### src/hw/rtl/jdzpa_pkg.sv
// Package: shared types, constants and the arctangent table for the joystick block.
package jdzpa_pkg;

  localparam int unsigned NORM_W   = 16;
  localparam int unsigned ANGLE_W  = 13;
  localparam int unsigned MID_W    = 10;
  localparam int unsigned BAND_W   = 8;
  localparam int unsigned FREE_W   = 8;
  localparam int unsigned CFG_W    = 10;
  localparam int unsigned IDX_W    = 2;
  localparam int unsigned ATAN_N   = 24;
  localparam int unsigned Z_W      = 27;
  localparam int unsigned CW_W     = 34;
  localparam int unsigned FULL_TURN = 5760;
  localparam int unsigned SERVO_MAX = 6120;

  localparam logic [IDX_W-1:0] REG_MID_X   = 2'd0;
  localparam logic [IDX_W-1:0] REG_MID_Y   = 2'd1;
  localparam logic [IDX_W-1:0] REG_DEAD    = 2'd2;
  localparam logic [IDX_W-1:0] REG_FREEDOM = 2'd3;

  typedef struct packed {
    logic [MID_W-1:0] x_sample;
    logic [MID_W-1:0] y_sample;
  } in_item_t;

  typedef struct packed {
    logic signed [NORM_W-1:0] x_norm;
    logic signed [NORM_W-1:0] y_norm;
    logic [ANGLE_W-1:0]       polar_angle;
    logic [ANGLE_W-1:0]       x_angle;
    logic [ANGLE_W-1:0]       y_angle;
  } out_item_t;

  // atan(2^-i) in 1/65536 degree
  function automatic logic [Z_W-1:0] atan_lut(input int unsigned i);
    logic [Z_W-1:0] r;
    begin
      case (i)
        0: r = 27'd2949120;  1: r = 27'd1740967;  2: r = 27'd919879;
        3: r = 27'd466945;   4: r = 27'd234379;   5: r = 27'd117304;
        6: r = 27'd58666;    7: r = 27'd29335;    8: r = 27'd14668;
        9: r = 27'd7334;     10: r = 27'd3667;    11: r = 27'd1833;
        12: r = 27'd917;     13: r = 27'd458;     14: r = 27'd229;
        15: r = 27'd115;     16: r = 27'd57;      17: r = 27'd29;
        18: r = 27'd14;      19: r = 27'd7;       20: r = 27'd4;
        21: r = 27'd2;       22: r = 27'd1;
        default: r = '0;
      endcase
      return r;
    end
  endfunction

endpackage

### src/hw/rtl/jdzpa_div.sv
// Pipelined restoring divider: quotient of num / den, one quotient bit per stage.
module jdzpa_div #(
  parameter int unsigned NUM_W = 27,
  parameter int unsigned DEN_W = 11,
  parameter int unsigned Q_W   = 17,
  parameter int unsigned TAG_W = 8
) (
  input  logic             clk_i,
  input  logic             rst_ni,
  input  logic             valid_i,
  input  logic [NUM_W-1:0] num_i,
  input  logic [DEN_W-1:0] den_i,
  input  logic [TAG_W-1:0] tag_i,
  output logic             valid_o,
  output logic [Q_W-1:0]   quot_o,
  output logic [TAG_W-1:0] tag_o
);
  // quotient bits from Q_W-1 down to 0; caller guarantees num < den << Q_W
  localparam int unsigned R_W = DEN_W + 1;

  logic                     vld_q  [1:Q_W];
  logic [R_W-1:0]           rem_q  [1:Q_W];
  logic [NUM_W-1:0]         num_q  [1:Q_W];
  logic [DEN_W-1:0]         den_q  [1:Q_W];
  logic [Q_W-1:0]           quo_q  [1:Q_W];
  logic [TAG_W-1:0]         tag_q  [1:Q_W];

  for (genvar s = 0; s < Q_W; s++) begin : g_stage
    localparam int unsigned B = Q_W - 1 - s;
    logic             v_in;
    logic [NUM_W-1:0] n_in;
    logic [DEN_W-1:0] d_in;
    logic [Q_W-1:0]   q_in;
    logic [TAG_W-1:0] t_in;
    logic [R_W:0]     shifted_d;
    logic [R_W:0]     trial_d;
    logic             take_d;
    if (s == 0) begin : g_src
      // leading numerator bits form the first partial remainder
      assign v_in      = valid_i;
      assign n_in      = num_i;
      assign d_in      = den_i;
      assign q_in      = '0;
      assign t_in      = tag_i;
      assign shifted_d = (R_W+1)'(num_i >> B);
    end else begin : g_src
      assign v_in      = vld_q[s];
      assign n_in      = num_q[s];
      assign d_in      = den_q[s];
      assign q_in      = quo_q[s];
      assign t_in      = tag_q[s];
      assign shifted_d = {rem_q[s], num_q[s][B]};
    end
    always_comb begin
      trial_d = shifted_d - {2'b00, d_in};
      take_d  = (shifted_d >= {2'b00, d_in});
    end
    always_ff @(posedge clk_i or negedge rst_ni) begin
      if (!rst_ni) begin
        vld_q[s+1] <= 1'b0;
      end else begin
        vld_q[s+1] <= v_in;
      end
    end
    always_ff @(posedge clk_i) begin
      rem_q[s+1] <= take_d ? R_W'(trial_d) : R_W'(shifted_d);
      num_q[s+1] <= n_in;
      den_q[s+1] <= d_in;
      quo_q[s+1] <= q_in | (Q_W'(take_d) << B);
      tag_q[s+1] <= t_in;
    end
  end

  assign valid_o = vld_q[Q_W];
  assign quot_o  = quo_q[Q_W];
  assign tag_o   = tag_q[Q_W];
endmodule

### src/hw/rtl/jdzpa_axis.sv
// One axis: dead band test, pipelined divide, rounding and saturation.
module jdzpa_axis #(
  parameter int unsigned SAMPLE_BITS = 10
) (
  input  logic                                  clk_i,
  input  logic                                  rst_ni,
  input  logic                                  valid_i,
  input  logic [SAMPLE_BITS-1:0]                sample_i,
  input  logic [SAMPLE_BITS-1:0]                mid_i,
  input  logic [jdzpa_pkg::BAND_W-1:0]          band_i,
  output logic                                  valid_o,
  output logic signed [jdzpa_pkg::NORM_W-1:0]   norm_o
);
  localparam int unsigned D_W   = SAMPLE_BITS + 1;
  localparam int unsigned NUM_W = SAMPLE_BITS + 16;
  localparam int unsigned Q_W   = 16 + 2;

  // stage 0: difference and band test
  logic signed [D_W+1:0] d_d, lo_d, hi_d;
  logic [SAMPLE_BITS:0]  mag_d;
  logic [NUM_W-1:0]      num_d;
  logic [D_W-1:0]        den_d;
  logic [2:0]            tag_d; // {zero, neg, mid zero}
  always_comb begin
    d_d   = (D_W+2)'($signed({2'b00, sample_i})) - (D_W+2)'($signed({2'b00, mid_i}));
    lo_d  = (D_W+2)'($signed({2'b00, mid_i})) - (D_W+2)'($signed({1'b0, band_i}));
    hi_d  = (D_W+2)'($signed({2'b00, mid_i})) + (D_W+2)'($signed({1'b0, band_i}));
    mag_d = (d_d < 0) ? (SAMPLE_BITS+1)'(-d_d) : (SAMPLE_BITS+1)'(d_d);
    // (mag * 32768 + m) / (2m)
    num_d = (NUM_W'(mag_d) << 15) + NUM_W'(mid_i);
    den_d = {mid_i, 1'b0};
    tag_d[2] = ($signed({2'b00, sample_i}) >= lo_d) && ($signed({2'b00, sample_i}) <= hi_d);
    tag_d[1] = d_d < 0;
    tag_d[0] = (mid_i == '0);
    if (tag_d[0]) den_d = D_W'(1);
  end

  logic [Q_W-1:0] q_d;
  logic [2:0]     tago_d;
  logic           vdiv_d;
  // quotient bounded: mag/m <= 2^SAMPLE_BITS so use wide enough quotient
  localparam int unsigned QF_W = SAMPLE_BITS + 16;
  logic [QF_W-1:0] qf_d;
  jdzpa_div #(.NUM_W(NUM_W), .DEN_W(D_W), .Q_W(QF_W), .TAG_W(3)) u_div (
    .clk_i, .rst_ni, .valid_i, .num_i(num_d), .den_i(den_d), .tag_i(tag_d),
    .valid_o(vdiv_d), .quot_o(qf_d), .tag_o(tago_d)
  );
  always_comb q_d = (qf_d > QF_W'(32768)) ? Q_W'(32769) : Q_W'(qf_d);

  logic                              v_q;
  logic signed [jdzpa_pkg::NORM_W-1:0] n_q;
  always_ff @(posedge clk_i or negedge rst_ni) begin
    if (!rst_ni) begin
      v_q <= 1'b0;
    end else begin
      v_q <= vdiv_d;
    end
  end
  always_ff @(posedge clk_i) begin
    if (tago_d[2]) n_q <= '0;
    else if (tago_d[0]) n_q <= tago_d[1] ? 16'sh8000 : 16'sh7FFF;
    else if (!tago_d[1]) n_q <= (q_d > Q_W'(32767)) ? 16'sh7FFF : 16'(q_d);
    else n_q <= (q_d > Q_W'(32768)) ? 16'sh8000 : 16'(-q_d);
  end
  assign valid_o = v_q;
  assign norm_o  = n_q;
endmodule

### config.mk
export PLATFORM = sky130hd
export DESIGN_NAME = jdzpa_axis
export DESIGN_NICKNAME = d
export VERILOG_FILES = /design/src/hw/rtl/jdzpa_pkg.sv /design/src/hw/rtl/jdzpa_div.sv /design/src/hw/rtl/jdzpa_axis.sv
export SDC_FILE = /design/constraint.sdc
export NUM_CORES = 2
export LEC_CHECK = 0
export ABC_AREA = 1
export BUFFER_PORTS_ARGS = -buffer_cell sky130_fd_sc_hd__buf_4
export CAP_MARGIN = 5
export CORE_UTILIZATION = 56
export DETAILED_ROUTE_END_ITERATION = 8
export PLACE_DENSITY = 0.75
export SYNTH_ARGS = -nofsm -noshare
export SYNTH_HDL_FRONTEND = slang
export SYNTH_HIERARCHICAL = 1
export SYNTH_SLANG_ARGS = --single-unit
### constraint.sdc
create_clock -name clk_i -period 3.2 [get_ports clk_i]
set_input_delay 0.48 -clock clk_i [delete_from_list [all_inputs] [get_ports clk_i]]
set_output_delay 0.48 -clock clk_i [all_outputs]
set_load 0.03 [all_outputs]
# Word-level counts from Yosys, hierarchy flattened
# Memories as Yosys holds them, arrays and structs flattened.
# Cells that the tools add are included.
[op_classes]
add_sub_neg = 32
n_mux = 34
n_bitwise = 25
reduce_logical = 2
n_lt_le_gt_ge = 32
[op_table]
columns = ["op", "n"]
rows = [
  ["$ge A13 B11 Y1", 25],
  ["$mux W12", 26],
  ["$sub A12 B11 Y12", 25],
  ["$mux W16", 5],
  ["$add A26 B10 Y26", 1],
  ["$gt A26 B16 Y1 const B", 1],
  ["$or A26 B1 Y26", 1],
  ["$or A26 B10 Y26", 1],
  ["$or A26 B11 Y26", 1],
  ["$or A26 B12 Y26", 1],
  ["$or A26 B13 Y26", 1],
  ["$or A26 B14 Y26", 1],
  ["$or A26 B15 Y26", 1],
  ["$or A26 B16 Y26", 1],
  ["$or A26 B17 Y26", 1],
  ["$or A26 B18 Y26", 1],
  ["$or A26 B19 Y26", 1],
  ["$or A26 B2 Y26", 1],
  ["$or A26 B20 Y26", 1],
  ["$or A26 B21 Y26", 1],
  ["$or A26 B22 Y26", 1],
  ["$or A26 B23 Y26", 1],
  ["$or A26 B24 Y26", 1],
  ["$or A26 B25 Y26", 1],
  ["other kinds (23)", 24],
]
[totals]
ram_bits = 2028
inputBits = 31
mem_count = 5
out_inout_bits = 17
reg_bits = 43
[memory_table]
columns = ["memory", "words", "word_bits", "rd", "rd_ports_with_merged_regs", "wr", "line_no", "source"]
rows = [
  ["u_div.num_q", 26, 26, 25, 0, 26, "jdzpa_div.sv:23", "logic [NUM_W-1:0] num_q [1:Q_W];"],
  ["u_div.quo_q", 26, 26, 26, 0, 26, "jdzpa_div.sv:25", "logic [Q_W-1:0] quo_q [1:Q_W];"],
  ["u_div.rem_q", 26, 12, 25, 0, 26, "jdzpa_div.sv:22", "logic [R_W-1:0] rem_q [1:Q_W];"],
  ["u_div.den_q", 26, 11, 25, 0, 26, "jdzpa_div.sv:24", "logic [DEN_W-1:0] den_q [1:Q_W];"],
  ["u_div.tag_q", 26, 3, 26, 0, 26, "jdzpa_div.sv:26", "logic [TAG_W-1:0] tag_q [1:Q_W];"],
]

# Depth between registers and ports, before layout
# An unclocked memory read counts as a cell.
[logic_depth]
depth_word = 7
depth_mapped = 23
depth_no_buf = 22

# By module
# The synthesis kept the hierarchy.
[modules_own_cells]
columns = ["mod", "seq_area_each_um2", "instances", "area_per_inst_um2", "cells_each"]
rows = [
  ["jdzpa_div", 27256.1, 1, 50405.8, 6066],
  ["jdzpa_axis", 345.3, 1, 3281.9, 490],
]

# Least setup slack after synthesis
# OpenSTA, ideal clock, no wires.
[synth_timing]
path_kind = "input port to flip-flop"
from = "input port sample_i[0]"
to = "register, netlist name u_div/rem_q[0][15]"
stages = 18
required_ps = 3059
arrival_time_ps = 3066
path_buffers = 1
slack_ps = -6
path_cell_list = "inv_1 > ha_1 > inv_1 > fa_1 > nand3_1 > nand2_1 > nand2_1 > o211ai_1 > nand2_1 > nand2_1 > a21oi_1 > buf_2 > nand2_1 > nor2_1 > inv_1 > ha_1 > nor4_1 > a21oi_1"
[synth_rtl]
columns = ["element", "line_no", "source"]
rows = [
  ["start: declaration", "jdzpa_axis.sv:8", "input logic [SAMPLE_BITS-1:0] sample_i,"],
]

==> key figures <==
STA
  – Actual slew at the worst max-slew pin: 658 ps
  – Maximum clock frequency: ~0.33 GHz
  – Worst Hold Slack: around 47 ps
  – Setup Skew: between 30 and 40 ps
  – Max-slew violation count: 0
  – Worst slew margin: a little under three fifths
  – Shortest clock period the worst path allows after layout: between 3000 and 4000 ps
  – Tcrit/Tclk final: 94.7%
  – Setup violators final: 0
  – Final sum of negative setup slack: 0 ps
  – Hold Violations, Final: 0

Die
  – Die area: 97,100 um^2
  – Floorplan die height: just over 300 um
  – Effective utilization at floorplan: between 50% and 60%
  – Num ports: 48
  – Number of standard-cell rows in the floorplan: roughly 110
  – Core box area: around 95,000 um^2
  – Die Wd: ~310 um

Yosys
  – Count of warnings emitted by yosys: 6
  – Number of synthesized register bits: between 1,000 and 1,500
  – Adder-cell share of the synthesized area: around 8.6%
  – Synth Flop Type: sky130_fd_sc_hd__dfxtp_1
  – Post-Syn Area: 53,700 um^2
  – Top cells by area in the synthesized netlist: sky130_fd_sc_hd__dfxtp_1 50%, sky130_fd_sc_hd__nand2_1 14%, sky130_fd_sc_hd__inv_1 8.0%, sky130_fd_sc_hd__ha_1 7.6%, sky130_fd_sc_hd__nand4_1 4.7%
  – Mean cell area of the mapped netlist: 8.19 um^2
  – Share of the synthesized area in the top cell type: between 50% and 60%
  – Post-synthesis mux area share: 0%
  – Number of enable flip-flop cells after synthesis: 0
  – Top cell type by total area after synthesis: sky130_fd_sc_hd__dfxtp_1
  – Share of synthesized registers carrying an async set or reset: under 10%
  – Register area share after synthesis: ~51%
  – Synth Area in Compound Gates: approximately 2.3%
  – Synthesized netlist cell count: approximately 6,600
  – Fraction of the mapped netlist area in simple logic gates: 26.3%
  – Number of distinct library cell variants in the gate-level netlist after synthesis: 46
  – Largest family of logic cells by synthesized area: simple AND/OR/NAND/NOR gates
  – Synth Area in XOR/XNOR: between 2 and 2.5%

Worst setup path
  – Maximum cell stage delay along the critical path: between 500 and 600 ps
  – Start-to-end type of the worst setup path: primary input to flop
  – Worst-path cell chain: dlygate4sd3_1 -> buf_4 -> inv_1 -> ha_1 -> nand2_1 -> nor2_1 -> nor2_1 -> o21ai_2 -> xor2_2 -> nand3b_1 -> nand3b_1 -> nor2_1 -> nand2_1 -> nor2_2 -> inv_1 -> ha_2 -> inv_1 -> ha_2 -> nand3_2 -> nand2_2 -> nand2_4 -> buf_6 -> a21oi_2
  – Master of the slowest instance on the critical path: sky130_fd_sc_hd__dlygate4sd3_1
  – Critical Path Start Type: primary input
  – Crit path max fanout: 6
  – Required time of the critical path: about 3900 ps
  – Buf/Inv on CP: 6
  – Data arrival time of the worst path: ~3700 ps
  – Crit. End Element: flop
  – Family with the most delay on the worst path: simple AND/OR/NAND/NOR gates

Detailed routing
  – Total wire length after detailed routing: about 120,000 um
  – Average wire per standard cell: about 15 um
  – Detailed Routing Iterations Pass 1: 6
  – Number of design rule violations left after detail routing: 0
  – Vias post-DR: ~41,000
  – Starting DRC count in detailed routing: approximately 3,100
  – Post-detailed-route count of antenna-violating nets: 0
  – Via density per instance: approximately 5.0

Placed design
  – Number of buffer cells added on primary ports: 47
  – Area of placed instances: around 56,000 um^2
  – Post-detailed-placement half-perimeter wirelength: between 80,000 and 90,000 um
  – Last weighted congestion value of the routability-driven placer: ~0.94

Clocking
  – Longest Clk Path Bufs: 3
  – TritonCTS buffer count: roughly 140
  – Clock root buffer: sky130_fd_sc_hd__clkbuf_16
  – CTS tree: built
  – Clock transition at path regs: 60 ps
  – Worst-skew pair later-pin latency: roughly 760 ps
  – Deepest level of the CTS H-tree: 4
  – TritonCTS Sinks: 1,372

Global route
  – Largest net degree at the start of global routing: 28
  – All-layer global routing usage: about a quarter
  – Fraction of met1 tracks used by global routing: between 30% and 40%
  – Global-route track usage on met3: about 3.4%
  – Vias in the first global route: a little under 40,000
  – Peak-usage layer in the global routing report: met2
  – First-pass GRT wire length: 193,000 um
  – Number of antenna violations at the first check in global routing: 0
  – Met2 track utilization from global routing: between 40% and 50%
  – Total congestion overflow: 0

Layout
  – Post-route design area: 61,000 um^2
  – Synthesis-to-layout area growth: 13.6%
  – Layout net count: between 7,000 and 8,000
  – Diodes inserted: 0
  – Layout cell share with drive strength beyond 1: slightly above 7%

Flow run
  – Number of maximum-capacitance constraint violations: 0

Status
  – Outcome: finished, final reports clean

Power and ir drop
  – Leakage Power: 32.2 nW
  – Max IR drop VDD: 0.000559 V
  – Pwr/cell area: about 990 nW/um^2

Min path
  – Worst hold path class: primary input to flop
## area by class of cell
| class | count | area [um^2] |
|---|---|---|
| fillers | 8057 | 34000 |
| flip-flops and latches | 1372 | 27600 |
| multi-input cells | 3920 | 21200 |
| inverters | 1148 | 4310 |
| clock buffers | 183 | 3860 |
| well taps | 1265 | 1580 |
| repair buffers | 164 | 1270 |
| clock inverters | 66 | 1120 |
## layout by cell type, fill, tap and decap left out, drive strengths merged, types with 2 or more instances in the layout
cell	netlist	final
bufinv	0	16
dfrtp	27	27
xor2	98	98
or2	2	2
inv	1148	1156
nand3b	5	5
clkinvlp	0	10
a21o	2	2
o31ai	21	21
o211ai	3	3
a21oi	156	156
nand2	2049	2049
o21ai	19	19
nor4	4	4
dlygate4sd3	0	11
ha	325	325
xnor2	29	29
conb	1	5
and2	23	23
o41ai	3	3
fa	27	27
nand3	396	396
buf	81	152
a21boi	2	2
clkinv	0	32
nor2	277	277
nand4	406	406
dfxtp	1345	1345
nor3	57	57
o21bai	4	4
clkbuf	39	183
## stage by stage
step,total power [W],worst slack (ps),std cells,utilization [%]
after floorplan,0.0383,3.86,6560,-
after global routing,0.0648,-33.9,8118,64.2
final,0.0604,169,8118,64.2
after global placement,0.0432,-312,7852,58.6
after CTS,0.0606,34.0,8112,64.0
after detailed placement,0.0434,-344,7852,58.6
## final timing paths
| kind | from | to | slack (ps) | depth (start not counted) |
|---|---|---|---|---|
| min in group asynchronous | rst_ni | u_div/g_stage[2].v_in | 170 | 2 |
| max in group asynchronous | rst_ni | u_div/g_stage[23].v_in | 2760 | 2 |
| setup / recovery | mid_i[3] | u_div/rem_q[0][21] | 170 | 23 |
| hold reg to reg | u_div/num_q[8][32] | u_div/num_q[9][6] | 300 | 0 |
| setup reg to reg | u_div/quo_q[0][646] | norm_o[2] | 320 | 12 |
| hold / removal | mid_i[2] | u_div/den_q[0][3] | 50 | 2 |
## sequential cells by signal, summed over array words and instances, names as in the netlist
| signal | count |
|---|---|
| u_div/rem_q | 300 |
| u_div/num_q | 325 |
| u_div/g_stage.v_in | 25 |
| u_div/tag_q | 78 |
| u_div/den_q | 275 |
| u_div/valid_o | 1 |
| valid_o | 1 |
| u_div/quo_q | 351 |
| norm_o | 16 |
## worst reg2reg max path, stage by stage (launching register included)
cell                      delay [ps]
sky130_fd_sc_hd__dfxtp_1         300
sky130_fd_sc_hd__nor2_1           90
sky130_fd_sc_hd__nand3_1         180
sky130_fd_sc_hd__nor2_4          360
sky130_fd_sc_hd__nand2_2         240
sky130_fd_sc_hd__nor2_1          190
sky130_fd_sc_hd__ha_1            230
sky130_fd_sc_hd__nand2_4          80
sky130_fd_sc_hd__nor2_4          240
sky130_fd_sc_hd__nand2_2         130
sky130_fd_sc_hd__a21oi_4         440
sky130_fd_sc_hd__nand4_2         170
sky130_fd_sc_hd__a21oi_2         150
## cell usage after synthesis (46+ instances only)
library cell	instances
sky130_fd_sc_hd__nand3_2	46
sky130_fd_sc_hd__inv_1	1147
sky130_fd_sc_hd__nand2_1	2037
sky130_fd_sc_hd__xor2_1	98
sky130_fd_sc_hd__nor2_1	272
sky130_fd_sc_hd__nand3_1	350
sky130_fd_sc_hd__a21oi_1	148
sky130_fd_sc_hd__ha_1	325
sky130_fd_sc_hd__nor3_1	57
sky130_fd_sc_hd__nand4_1	400
sky130_fd_sc_hd__buf_2	55
sky130_fd_sc_hd__dfxtp_1	1345
## logic make-up after synthesis
kind of cell,Yosys count
simple gates,3220
flops,1372
buf+inv,1268
fa+ha+maj,352
compound gates,216
xor+xnor,127
other cells,1
## report_power, final
group | internal, W | switching [W]
combinational | 0.00718 | 0.0130
sequential | 0.0211 | 0.00225
clock | 0.00999 | 0.00689
## metal layers
metal,vias to the layer above,wire length [um]
li1,20900,-
met1,18400,53000
met2,1051,56400
met3,274,5210
met4,0,4290
met5,-,0
## repair_timing
action,4_1_cts,5_1_grt
endpoints found under the hold margin,46,2
gates resized for setup,0,39
setup buffers,0,4
hold buffers,11,2
setup endpoints to repair,0,14
No activity file was read; power rests on OpenSTA's default activity.
